--- src/rtl/leb_pkg.sv ---
// Shared types and constants for the LEB128 varint decoder.
`timescale 1ns / 1ps
`default_nettype none

package leb_pkg;

   // Encoding geometry
   localparam int unsigned ValueBits = 64;
   localparam int unsigned GroupBits = 7;
   localparam logic [3:0]  LastPos   = 4'd9;   // position of the tenth byte

   // Tenth-byte patterns that stay valid for the signed reading
   localparam logic [7:0] TenthZero = 8'h00;
   localparam logic [7:0] TenthOnes = 8'h7F;

   // Per-reading status codes
   typedef enum logic [1:0] {
      ST_OK      = 2'd0,
      ST_INVALID = 2'd1,
      ST_END     = 2'd2
   } status_type;

   // One decoded value as handed from the step logic to the result register
   typedef struct packed {
      logic [ValueBits-1:0] unsigned_value;
      status_type           unsigned_status;
      logic [ValueBits-1:0] signed_value;
      status_type           signed_status;
      logic [3:0]           byte_count;
   } result_type;

   // Decode state carried from one byte to the next
   typedef struct packed {
      logic [ValueBits-1:0] accum;
      logic [3:0]           pos;
   } state_type;

endpackage

`default_nettype wire

--- src/rtl/leb_step.sv ---
// Combinational decode of one byte against the running accumulator.
`timescale 1ns / 1ps
`default_nettype none

module leb_step (
   input  wire leb_pkg::state_type  cur_state,
   input  wire logic [7:0]          data_byte,
   input  wire logic                first_of_value,
   input  wire logic                last_in_buffer,
   output leb_pkg::state_type       next_state,
   output logic                     res_valid,
   output leb_pkg::result_type      result
);

   logic [63:0] acc_eff;
   logic [3:0]  pos_raw;
   logic [3:0]  pos_eff;
   logic [5:0]  shift;
   logic [5:0]  top;
   logic [63:0] group;
   logic [63:0] v_mid;
   logic [63:0] v_tenth;
   logic [63:0] ext_mask;
   logic        cont;
   logic        sign_ok;

   // Restart drops any partial value; clamp position to the tenth byte
   always_comb begin
      acc_eff = first_of_value ? '0 : cur_state.accum;
      pos_raw = first_of_value ? '0 : cur_state.pos;
      pos_eff = (pos_raw > leb_pkg::LastPos) ? leb_pkg::LastPos : pos_raw;
   end

   // Place the 7-bit group above the bits gathered so far
   assign shift    = 6'(7'(pos_eff) * 7'(leb_pkg::GroupBits));
   assign top      = shift + 6'(leb_pkg::GroupBits);
   assign group    = {57'd0, data_byte[6:0]} << shift;
   assign v_mid    = acc_eff | group;
   assign v_tenth  = acc_eff | {data_byte[0], 63'd0};
   assign ext_mask = {64{1'b1}} << top;
   assign cont     = data_byte[7];
   assign sign_ok  = (data_byte == leb_pkg::TenthZero) || (data_byte == leb_pkg::TenthOnes);

   // Pick the ending case and form the next state
   always_comb begin
      next_state.accum       = '0;
      next_state.pos         = '0;
      res_valid              = 1'b1;
      result.unsigned_value  = '0;
      result.unsigned_status = leb_pkg::ST_OK;
      result.signed_value    = '0;
      result.signed_status   = leb_pkg::ST_OK;
      result.byte_count      = pos_eff + 4'd1;

      if (pos_eff == leb_pkg::LastPos) begin
         // Tenth byte always ends the value
         if (cont || (data_byte[6:1] != 6'd0)) begin
            result.unsigned_status = leb_pkg::ST_INVALID;
         end else begin
            result.unsigned_value = v_tenth;
         end
         if (sign_ok) begin
            result.signed_value = v_tenth;
         end else begin
            result.signed_status = leb_pkg::ST_INVALID;
         end
      end else if (cont) begin
         if (!last_in_buffer) begin
            // Keep gathering, no result yet
            res_valid            = 1'b0;
            next_state.accum     = v_mid;
            next_state.pos       = pos_eff + 4'd1;
         end else begin
            // Buffer ran out mid-value
            result.unsigned_status = leb_pkg::ST_END;
            result.signed_status   = leb_pkg::ST_END;
         end
      end else begin
         // Terminating byte: sign-extend from bit 6 of the group
         result.unsigned_value = v_mid;
         result.signed_value   = data_byte[6] ? (v_mid | ext_mask) : v_mid;
      end
   end

endmodule

`default_nettype wire

--- src/rtl/leb128_varint_decoder.sv ---
// Results reach rsp_* through the input register, the step logic and the result
// register, a two-register path; the accumulator update is a single shift/mask/OR.
// Throughput: one byte per cycle while rsp_stall does not hold the result register.
// Reset (synchronous, active high) clears the accumulator, byte position and both
// valid flags; payload registers are not reset.
`timescale 1ns / 1ps
`default_nettype none

module leb128_varint_decoder (
   input  wire logic               clock,
   input  wire logic               reset,
   input  wire logic               req_valid,
   output logic                    req_stall,
   input  wire logic [7:0]         req_data_byte,
   input  wire logic               req_first_of_value,
   input  wire logic               req_last_in_buffer,
   output logic                    rsp_valid,
   input  wire logic               rsp_stall,
   output logic [63:0]             rsp_unsigned_value,
   output logic [1:0]              rsp_unsigned_status,
   output logic signed [63:0]      rsp_signed_value,
   output logic [1:0]              rsp_signed_status,
   output logic [3:0]              rsp_byte_count
);

   logic                 in_valid_ff;
   logic [7:0]           data_ff;
   logic                 first_ff;
   logic                 last_ff;
   leb_pkg::state_type   state_ff;
   leb_pkg::state_type   state_in;
   logic                 out_valid_ff;
   leb_pkg::result_type  out_ff;
   leb_pkg::result_type  step_res;
   logic                 step_valid;
   logic                 fire;

   // Decode the registered byte against the running state
   leb_step u_step (
      .cur_state      (state_ff),
      .data_byte      (data_ff),
      .first_of_value (first_ff),
      .last_in_buffer (last_ff),
      .next_state     (state_in),
      .res_valid      (step_valid),
      .result         (step_res)
   );

   // Advance the held byte when the result register has room
   assign fire      = in_valid_ff && (!out_valid_ff || !rsp_stall);
   assign req_stall = in_valid_ff && !fire;

   // Input register: load a new transaction whenever it is not held
   always_ff @(posedge clock) begin
      if (reset) begin
         in_valid_ff <= 1'b0;
      end else if (!req_stall) begin
         in_valid_ff <= req_valid;
      end
      if (!req_stall) begin
         data_ff  <= req_data_byte;
         first_ff <= req_first_of_value;
         last_ff  <= req_last_in_buffer;
      end
   end

   // Decode state: update once per decoded byte
   always_ff @(posedge clock) begin
      if (reset) begin
         state_ff <= '0;
      end else if (fire) begin
         state_ff <= state_in;
      end
   end

   // Result register: load on a finished value, drop when taken
   always_ff @(posedge clock) begin
      if (reset) begin
         out_valid_ff <= 1'b0;
      end else if (fire && step_valid) begin
         out_valid_ff <= 1'b1;
      end else if (!rsp_stall) begin
         out_valid_ff <= 1'b0;
      end
      if (fire && step_valid) begin
         out_ff <= step_res;
      end
   end

   assign rsp_valid           = out_valid_ff;
   assign rsp_unsigned_value  = out_ff.unsigned_value;
   assign rsp_unsigned_status = out_ff.unsigned_status;
   assign rsp_signed_value    = out_ff.signed_value;
   assign rsp_signed_status   = out_ff.signed_status;
   assign rsp_byte_count      = out_ff.byte_count;

endmodule

`default_nettype wire
--- config.mk ---
export PLATFORM = sky130hd
export DESIGN_NAME = leb128_varint_decoder
export DESIGN_NICKNAME = d
export VERILOG_FILES = /design/src/rtl/leb_pkg.sv /design/src/rtl/leb_step.sv /design/src/rtl/leb128_varint_decoder.sv
export SDC_FILE = /design/constraint.sdc
export NUM_CORES = 1
export LEC_CHECK = 0
export BUFFER_PORTS_ARGS = -buffer_cell sky130_fd_sc_hd__buf_2
export CELL_PAD_IN_SITES_DETAIL_PLACEMENT = 1
export CELL_PAD_IN_SITES_GLOBAL_PLACEMENT = 1
export CORE_ASPECT_RATIO = 0.8
export CORE_MARGIN = 1.5
export CORE_UTILIZATION = 40
export DETAILED_ROUTE_END_ITERATION = 7
export PLACE_DENSITY_LB_ADDON = 0.1
export SLEW_MARGIN = 0
export SYNTH_ARGS = -nofsm -noshare
export SYNTH_HDL_FRONTEND = slang
export SYNTH_SLANG_ARGS = --single-unit
--- constraint.sdc ---
create_clock -name clock -period 4.6 [get_ports clock]
set_input_delay 0.23 -clock clock [delete_from_list [all_inputs] [get_ports clock]]
set_output_delay 0.23 -clock clock [all_outputs]
set_load 0.005 [all_outputs]
=== Yosys cells after proc, flatten, opt, wreduce, memory -nomap -nowiden ===
Cells that the tools add are included.

* Reductions and logical operators: 11
* Muxes and demuxes: 21
* Multiply operators: 1
* Shifts and indexed selects: 2
* Magnitude comparators: 1
* Add/sub/neg operators: 2
* Div/mod/pow operators: 0
* Bitwise logic cells: 3
* Equal/unequal tests: 3

{| class="wikitable"
|+ Operators with widths
! operator !! count
|-
| 64-bit 2-to-1 mux || 6
|-
| 68-bit 2-to-1 mux || 3
|-
| 64-bit OR || 3
|-
| 132-bit 2-to-1 mux || 1
|-
| 64-bit by 6-bit left shift with 64-bit output (first input constant) || 1
|-
| 7-bit by 6-bit left shift with 64-bit output || 1
|-
| 8-bit by 7-bit == test with 1-bit output (second input constant) || 1
|-
| 8-bit zero test || 1
|-
| 4-bit 2-to-1 mux || 2
|-
| 1-bit 2-to-1 mux || 7
|-
| 6-bit by 3-bit adder with 6-bit output (second input constant) || 1
|-
| 4-bit by 3-bit multiplier with 6-bit output (second input constant) || 1
|-
| 6-bit nonzero test || 1
|-
| 4-bit by 1-bit adder with 4-bit output (second input constant) || 1
|-
| 4-bit == test (second input constant) || 1
|-
| 4-bit > comparator (second input constant) || 1
|-
| 2-bit 2-to-1 mux || 2
|-
| 1-bit logical AND || 3
|-
| 1-bit zero test || 3
|-
| 1-bit logical OR || 3
|-
| 2-bit by 1-bit != test with 1-bit output (second input constant) || 1
|}

* Bits in registers: 216
* Logic and storage cells: 56
* Bits of input ports: 14
* Bits in latches: 0
* Output and inout port bits: 138
* ROM bits: 0
* RAM bits: 0
* Memories kept: 0

=== Longest topological paths before layout ===
Gate-level depths: netlist (run 1).

* Word-level depth: 10
* Depth in mapped cells: 16
* Gate-level depth less buffers: 12

=== By module ===
From an unflattened synthesis (run 1), not the netlist that was laid out.

* Cells, all modules: 1,240
* Area, all modules: 12,054.1 um^2

{| class="wikitable"
|+ By module, submodules not included
! module !! cells each !! times used !! area each (um^2)
|-
| leb128_varint_decoder || 452 || 1 || 7,503.4
|-
| leb_step || 788 || 1 || 4,550.6
|}

=== Worst setup path before layout (run 1) ===
OpenSTA, ideal clock, no wires.

* Path kind: reg2reg
* Start point: register first_ff
* End point: register out_ff, in the netlist rsp_byte_count[0] (enable)
* Cell stages (with the launch flop): 11
* Arrival: 4.418 ns
* Setup slack: -0.306 ns
* Period minus slack after synthesis: 4.906 ns
* Path through: edfxtp_1 -> buf_4 -> nand2b_1 -> buf_6 -> o21ai_2 -> buf_4 -> ha_1 -> nand3b_1 -> nand3b_1 -> nand2_1 -> inv_1

* Cells in the longest elaborated chain, start to end: 6

{| class="wikitable"
|+ RTL lines
! element !! line !! RTL
|-
| start, declared || leb128_varint_decoder.sv:28 || <nowiki>logic first_ff;</nowiki>
|-
| start signal, assigned || leb128_varint_decoder.sv:62 || <nowiki>first_ff <= req_first_of_value;</nowiki>
|-
| 4-bit 2-to-1 mux (*) || leb_step.sv:30 || <nowiki>pos_raw = first_of_value ? '0 : cur_state.pos;</nowiki>
|-
| 4-bit > comparator || leb_step.sv:31 || <nowiki>pos_eff = (pos_raw > leb_pkg::LastPos) ? leb_pkg::LastPos : pos_raw;</nowiki>
|-
| 4-bit 2-to-1 mux (*) || leb_step.sv:31 ||
|-
| 4-bit == test (*) || leb_step.sv:55 || <nowiki>if (pos_eff == leb_pkg::LastPos) begin</nowiki>
|-
| 1-bit 2-to-1 mux (*) || leb_step.sv:55 ||
|-
| 1-bit logical AND (*) || leb128_varint_decoder.sv:85 || <nowiki>if (fire && step_valid) begin</nowiki>
|-
| end signal, assigned || leb128_varint_decoder.sv:86 || <nowiki>out_ff <= step_res;</nowiki>
|-
| end, declared || leb128_varint_decoder.sv:33 || <nowiki>leb_pkg::result_type out_ff;</nowiki>
|}

Mark *: on every way between the ends. The rest lies on a longest branch, timed or not.
A chain may end at the register's enable or synchronous reset.

==> impl_metrics.ini, run 1 <==
[clock_tree]
root_buffer = clkbuf_16
cts_tree = yes
path_clk_slew_ns = 0.06
cts.sinks = 215
clock_path_buffers = 3
h-tree-depth = 1
cts_buffers = 23
clock_latency_ns = 0.53

[power]
ir_worst_vdd_uv = 243.6
cellLeakagePower_nw = 4.691
power_density_nw_per_um2 = 347.2

[setup_path]
cp-end-kind = flip-flop
crit_fanout = 11
cp-start-kind = flip-flop
crit_required_ns = 4.82
crit_arrival_ns = 4.56
worst-setup-path-type = reg -> reg

[synthesis]
synth_edf_count = 145
synth_top_cell_by_area = edfxtp_1
synth-async-reset-ratio = 0
synthTopCellsByArea = edfxtp_1, dfxtp_1, nand2_1
syn-cell-area_um2 = 9892
yosysWarnings = 0
ys_seq_elements = 215
ys_top_cells_by_count = nand2_1, edfxtp_1, o21ai_0
avgSynthCellArea_um2 = 10.78
synth_top_area_share = 0.4402
yosysMostFrequentCell = nand2_1
ys_seq_area_frac = 0.5818
synth_cell_types = 62
synth_ff_type = edfxtp_1
syn-instance-count = 918
synthesis.nets = 943

[layout]
final_nets = 1130
layout-drive-gt1-share = 0.2337
fin_cells = 1439
n_antenna_cell = 0
design_area_um2 = 12080
area_delta_synth_final_pct = 22.10

[worst_hold_path]
min_path_type = in -> reg

[placement]
gp_congestion = 0.9705
io_buffers = 151
dp_cells = 1384
dpl_worst_slack_ns = 0.08048
hpwl_mm = 24.92
postPlaceCellArea_um2 = 11250

[global_route]
grt_overflow = 0
grt_antenna_before_repair = 0
grt_usage = 0.2751
grt_max_degree = 136
grt_pass1_vias = 8367
grt_pass1_wl_mm = 52.27

[timing]
finalMaxSlewViolations = 0
layout_setup_ws_ns = 0.2622
final-setup-viol-count = 0
slew_headroom = 0.2340
fin_tns_setup_ns = 0
fin_crit_ns = 4.338
rsz0062_at_grt = false
tightest_slew_ns = 1.149
holdWs_ns = 0.02293
max_freq_mhz = 230.5
final_hold_viol_count = 0
fin_skew_ns = 0.01596
fin_crit_sh = 0.9430

[routing]
wl_per_cell_um = 24.52
drc_errors = 0
num_vias = 8548
drt-initial-drc-count = 782
ant_nets = 0
wirelength_mm = 35.29
firstDrtPassIters = 5
vias_per_cell = 5.940

[floorplanning]
die_h_um = 143.7
core-area_um2 = 24310
fp-row-count = 51
die_w_um = 178.8
initial_utilization = 0.4069
ioPinCount = 152
dieArea_um2 = 25690

[flow_run]
drv_cap = 0

[outcome]
status = completed
[power by group]
group	internal (mW)	switching, mW	total, mW
registers	2.13	0.0274	2.15
clock network	0.935	0.779	1.71
logic	0.112	0.215	0.327
total	3.17	1.02	4.19
[through the flow]
| stage | total power, mW | util |
|---|---|---|
| after floorplan | 2.354 | - |
| after global placement | 2.505 | 0.4628 |
| after detailed placement | 2.510 | 0.4628 |
| after CTS | 4.229 | 0.4952 |
| after global routing | 4.323 | 0.4968 |
| final | 4.194 | 0.4968 |
[worst paths after layout]
kind	slack [ns]	start	cells past startpoint	end
setup / recovery	0.26	first_ff	11	rsp_unsigned_value[60]
hold / removal	0.02	rsp_stall	3	rsp_valid
setup reg to reg	0.26	first_ff	11	rsp_unsigned_value[60]
hold reg to reg	0.48	state_ff[43]	2	state_ff[43]
[routing by layer]
metal	routed length (um)	up-vias	global-route usage
met1	16720	4270	0.4078
met4	799	0	0.06798
li1	-	3856	-
met2	15300	365	0.4158
met3	2463	57	0.04656
met5	0	-	0
[cells by family after synthesis]
kind of cell    Yosys count  share of synthesized area
compound gates          308                     0.2203
flops                   215                     0.5818
buf+inv                  64                    0.02795
simple gates            297                     0.1294
mux                      14                    0.01632
fa+ha+maj                11                    0.01619
xor+xnor                  9                   0.007969
[worst max-delay path, stage by stage (launching register included)]
cell and delay [ns]:
edfxtp_1 0.46, buf_4 0.18, nand2b_1 0.16, o21ai_2 0.24, fa_1 0.45, ha_1 0.50
buf_4 0.26, inv_1 0.15, a2111oi_0 0.44, o22a_1 0.55, a21o_1 0.40, o21ai_0 0.25
[final cells by class]
class / instances / area [um^2]
clock inverter: 14 / 77.57
inverter: 11 / 45.04
tap: 318 / 397.9
fill: 2720 / 12230
sequential: 215 / 5756
multi-input combinational: 639 / 3925
clock buffer: 27 / 600.6
timing repair buffer: 215 / 1276
[registers in the layout, summed over array words and instances (netlist names)]
signal,cells
state_ff,68
rsp_signed_value,64
rsp_unsigned_value,64
data_ff,8
rsp_byte_count,4
rsp_signed_status,2
first_ff,1
in_valid_ff,1
last_ff,1
rsp_unsigned_status,1
rsp_valid,1
[layout by cell type (no fill, tap or decap), types with 5 or more instances in the layout]
cell           synthesis  routed
clkinv_1               1       5
and2_1                 7       7
a31oi_1                5       5
xnor2_1                7       6
a21o_1                21      21
a211o_1                5       5
inv_1                  8       7
dfxtp_1               70      70
mux2_2                 7       7
edfxtp_1             145     145
a221o_1               18      18
a221oi_1              13      13
nand2b_1              10      10
clkbuf_16              0      23
buf_2                 11     151
dlygate4sd3_1          0      11
nor2b_1               13      13
clkinv_2               0       6
and3_1                 6       6
a22o_1                37      37
mux2i_1                6       6
nand3_1               18      18
nand2_1              159     159
ha_1                   8       8
o221ai_1               7       7
a21oi_1               29      28
a22oi_1               15      15
o21ai_0               74      74
buf_4                  4      52
nor2_1                62      62
o21ai_1               28      28
o211ai_1              12      12
nor3_1                13      12
a32oi_1                9       9
[repair_timing]
action	CTS	global route
resized for setup	0	2
setup endpoints to repair	0	27
setup buffers	0	3
hold endpoints to repair	11	0
hold buffers	11	0
No activity file was read; power rests on OpenSTA's default activity.
==> run 2: changes to the inputs <==
- BUFFER_PORTS_ARGS: -buffer_cell sky130_fd_sc_hd__buf_2 -> unset
- CORE_UTILIZATION: 40 -> 45
- DONT_BUFFER_PORTS: unset -> 1
==> impl_metrics.ini, run 2 (synthesized netlist as in run 1, its figures left out) <==
[global_route]
grt_overflow = 0
grt_max_degree = 69
grt_usage = 0.3036
grt_pass1_wl_mm = 51.61
grt_pass1_vias = 8070
grt_antenna_before_repair = 1

[timing]
fin_crit_sh = 0.9429
final-setup-viol-count = 0
fin_tns_setup_ns = 0
slew_headroom = 0.2963
rsz0062_at_grt = false
fin_skew_ns = 0.01979
final_hold_viol_count = 0
max_freq_mhz = 230.6
finalMaxSlewViolations = 0
fin_crit_ns = 4.337
tightest_slew_ns = 1.055
layout_setup_ws_ns = 0.2626

[floorplanning]
initial_utilization = 0.4588
die_h_um = 135.6
core-area_um2 = 21560
ioPinCount = 152
fp-row-count = 48
die_w_um = 168.8
dieArea_um2 = 22890

[setup_path]
cp_cell_sequence = nor2_1 -> nand2_1 -> inv_1 -> fa_1 -> ha_1 -> fa_1 -> o21ai_1 -> xnor2_1 -> nor2_1 -> nor2_1 -> nand3_1
timing.rr.end = rsp_signed_value[58]
crit_arrival_ns = 4.70
path_common_cell = nor2_1
crit_required_ns = 4.96
cp-end-kind = flip-flop
worst-setup-path-type = reg -> reg
crit_fanout = 9
slowest_delay_ns = 0.78
r2r_slack_ns = 0.26
critPathSlowestCell = nor2_1
r2r_start = first_ff
ff2ff_path_depth = 11
cp-start-kind = flip-flop

[worst_hold_path]
min_path_cells = 4
min_path_type = in -> reg
hold-path-endpoint = state_ff[43]
min_from = reset

[routing]
vias_per_cell = 6.468
wirelength_mm = 34.75
wl_met3_mm = 3.222
top_layer_used = met4
firstDrtPassIters = 5
num_vias = 8008
dr_wl_met2_mm = 15.44
wl_per_cell_um = 28.07
drt-initial-drc-count = 722
drc_errors = 0
ant_nets = 0
m1WireLength_mm = 15.35

[clock_tree]
cts_tree = yes
cts_buffers = 23
clock_path_buffers = 3
h-tree-depth = 1
postCtsSetupRepairBufs = 0
cts.sinks = 215
path_clk_slew_ns = 0.06
clock_latency_ns = 0.52
root_buffer = clkbuf_16

[layout]
fin_cells = 1238
largest_reg_flops = 68
top_register = state_ff
design_area_um2 = 11350
n_antenna_cell = 0
final_cell_mix = nand2_1, edfxtp_1, o21ai_0
area_delta_synth_final_pct = 14.71
layout-drive-gt1-share = 0.1028
final_common_cell = nand2_1
final_nets = 972

[placement]
dpl_worst_slack_ns = 0.3621
io_buffers = 0
dp_cells = 1184
postPlaceCellArea_um2 = 10390
hpwl_mm = 24.35
gp_congestion = 0.9430

[power]
cellLeakagePower_nw = 4.098
p_total_mw = 4.484
ir_worst_vdd_uv = 300.4
power_density_nw_per_um2 = 395.1

[flow_run]
drv_cap = 0

[outcome]
status = completed
==> run 2: worst max-delay path by stage <==
stage / startpoint / endpoint / slack [ns]
global route: first_ff / rsp_signed_value[55] / 0.07
detailed placement: first_ff / rsp_signed_value[1] / 0.36
finish: first_ff / rsp_signed_value[58] / 0.26
CTS: first_ff / rsp_signed_value[1] / 0.32
floorplan: first_ff / rsp_signed_value[9] / 0.54
global placement: first_ff / rsp_signed_value[3] / 0.51
==> run 2: power by group <==
group / leakage [nW] / switching [mW] / total [mW] / internal [mW]
logic: 1.75 / 0.193 / 0.272 / 0.0792
registers: 1.95 / 0.0414 / 2.17 / 2.13
clock network: 0.401 / 0.769 / 2.04 / 1.27
==> run 2: worst max-delay path, delay by kind of cell (launching register included) <==
kind | cells | cell delay, ns
AOI/OAI and AO/OA | 1 | 0.19
xor gates and xnor gates | 1 | 0.19
adders and majority gates | 3 | 1.42
and+or+nand+nor | 5 | 1.64
buffers and inverters | 1 | 0.20
DFF | 1 | 0.53
==> run 2: area by class of cell <==
type                            count  area [um^2]
Clock inverter                     11        211.5
Inverter                           11        45.04
Sequential cell                   215         5756
Multi-Input combinational cell    639         3906
Timing Repair Buffer               57        473.0
Clock buffer                       30        611.8
Tap cell                          275        344.1
Fill cell                        2267        10210
==> run 2: metrics by stage <==
stage / util / hold WS, ns
final: 0.5263 / 0.1193
after global routing: 0.5263 / 0.1235
after CTS: 0.5263 / 0.09061
after detailed placement: 0.4821 / 0.3035
after global placement: 0.4821 / 0.3021
after floorplan: - / 0.3289
==> run 2: metal layers <==
layer  GRT usage  up-vias
met3     0.06807       53
met5           0        -
met2      0.4674      390
met4     0.08333        0
li1            -     3528
met1      0.4314     4037
==> run 2: repair_timing <==
action,CTS,global route
endpoints found under the hold margin,20,0
hold buffers,13,0
resized for setup,0,0
==> run 3: changes to the inputs <==
- MAX_ROUTING_LAYER: unset -> met4
==> impl_metrics.ini, run 3 (synthesized netlist as in run 1, its figures left out) <==
[power]
pwr-share-comb = 0.065
ir_worst_vdd_uv = 255.8
internal_power_mw = 3.248
seqPwrFrac = 0.511
netSwitchingFraction = 0.2338
p_total_mw = 4.240
power_density_nw_per_um2 = 374.8
p_sw_mw = 0.9915
cellLeakagePower_nw = 4.085
clkPwrFrac = 0.425

[routing]
wl_per_cell_um = 27.93
drt-initial-drc-count = 845
num_vias = 8077
ant_nets = 0
drc_errors = 0
firstDrtPassIters = 5
wirelength_mm = 34.71
vias_per_cell = 6.498

[placement]
hpwl_mm = 24.39
gp_congestion = 0.8991
dpl_worst_slack_ns = 0.3291
io_buffers = 0

[timing]
layout_setup_ws_ns = 0.3514
fin_crit_sh = 0.9236
max_freq_mhz = 235.4
holdWs_ns = 0.06508
fin_tns_setup_ns = 0
fin_skew_ns = 0.01007
final_hold_viol_count = 0
finalMaxSlewViolations = 0
tightest_slew_ns = 1.055
rsz0062_at_grt = false
slew_headroom = 0.2969
fin_crit_ns = 4.249
final-setup-viol-count = 0

[global_route]
grt_overflow = 0
grt_pass1_vias = 8048
grt_max_degree = 69
grt_pass1_wl_mm = 50.78
grt_usage = 0.3094
grt_antenna_before_repair = 0

[layout]
top_register = state_ff
final_cell_mix = nand2_1, edfxtp_1, o21ai_0
multi_input_area_um2 = 3909
utilization = 0.5246
seq_area_um2 = 5756
final_common_cell = nand2_1
layout-drive-gt1-share = 0.1096
fill_cells = 2294
largest_reg_flops = 68
final_nets = 976
area_delta_synth_final_pct = 14.34

[setup_path]
crit_required_ns = 4.86
r2r_start = first_ff
cp-end-kind = flip-flop
r2r_slack_ns = 0.35
timing.rr.end = rsp_signed_value[20]
crit_fanout = 15
crit_arrival_ns = 4.51
worst-setup-path-type = reg -> reg
cp-start-kind = flip-flop
ff2ff_path_depth = 11

[floorplanning]
dieArea_um2 = 22890
die_h_um = 135.6
die_w_um = 168.8
core-area_um2 = 21560
initial_utilization = 0.4588
ioPinCount = 152
fp-row-count = 48

[worst_hold_path]
hold-path-endpoint = state_ff[37]
min_from = reset
min_path_type = in -> reg
min_path_cells = 3

[clock_tree]
postCtsSetupRepairBufs = 0
path_clk_slew_ns = 0.06
root_buffer = clkbuf_16
h-tree-depth = 1
cts_tree = yes
clock_latency_ns = 0.51
cts_buffers = 22
clock_path_buffers = 3
cts.sinks = 215

[flow_run]
drv_cap = 0

[outcome]
status = completed
## run 3: changes by cell type in the layout (fill, tap and decap cells not counted), sizes merged, moves of 2 or more
| cell | change |
|---|---|
| buf | +5 |
| bufinv | -5 |
| inv | +3 |
| clkbuf | -2 |
| clkinvlp | +2 |
## run 3: worst max-delay path by stage
stage	from	to	slack, ns	depth (start not counted)
final	first_ff	rsp_signed_value[20]	0.35	11
after global placement	first_ff	rsp_signed_value[46]	0.49	12
after floorplan	first_ff	rsp_signed_value[9]	0.54	13
after global routing	first_ff	rsp_signed_value[52]	0.03	12
after CTS	first_ff	rsp_signed_value[46]	0.33	12
after detailed placement	first_ff	rsp_signed_value[46]	0.33	12
## run 3: power by group through the flow
stage	Sequential, mW	Combinational (mW)	Clock (mW)
floorplan	2.19	0.160	0
global placement	2.21	0.248	0
detailed placement	2.21	0.256	0
CTS	2.17	0.268	1.82
global route	2.17	0.289	1.88
finish	2.17	0.274	1.80
## run 3: stage by stage
stage               std cells  cell area, um^2
floorplan                 918             9896
global placement         1189            10440
detailed placement       1189            10440
CTS                      1242            11310
global route             1242            11310
finish                   1243            11310
## run 3: final cells by class
type | count | share of cell area
diodes | 1 | 0.0002212
clock buffers | 28 | 0.05619
well taps | 275 | 0.03042
multi-input cells | 639 | 0.3456
inverters | 11 | 0.003982
flip-flops and latches | 215 | 0.5089
repair buffers | 62 | 0.04624
clock inverters | 12 | 0.008518
## run 3: what timing repair did
| item | in CTS | in global routing |
|---|---|---|
| endpoints found under the hold margin | 19 | 0 |
| hold buffers | 13 | 0 |
| endpoints found under the setup margin | 0 | 6 |
| gates resized for setup | 0 | 1 |
## run 3: layer usage
| metal | up-vias | wire [um] | global-route usage |
|---|---|---|---|
| met4 | 0 | 1058 | 0.1017 |
| met5 | - | 0 | - |
| met2 | 366 | 15410 | 0.4598 |
| met1 | 4095 | 15530 | 0.4240 |
| li1 | 3545 | - | - |
| met3 | 71 | 2712 | 0.06281 |
## run 3: critical path, cell delays in order (launching register included)
cell and delay [ns]:
edfxtp_1 0.43, nor2_1 0.21, nand2_1 0.16, inv_1 0.19, fa_1 0.45, ha_1 0.66
nand2b_1 0.22, nor3_1 0.09, a2111oi_0 0.41, o22a_1 0.52, o21ai_1 0.27, a221o_1 0.36
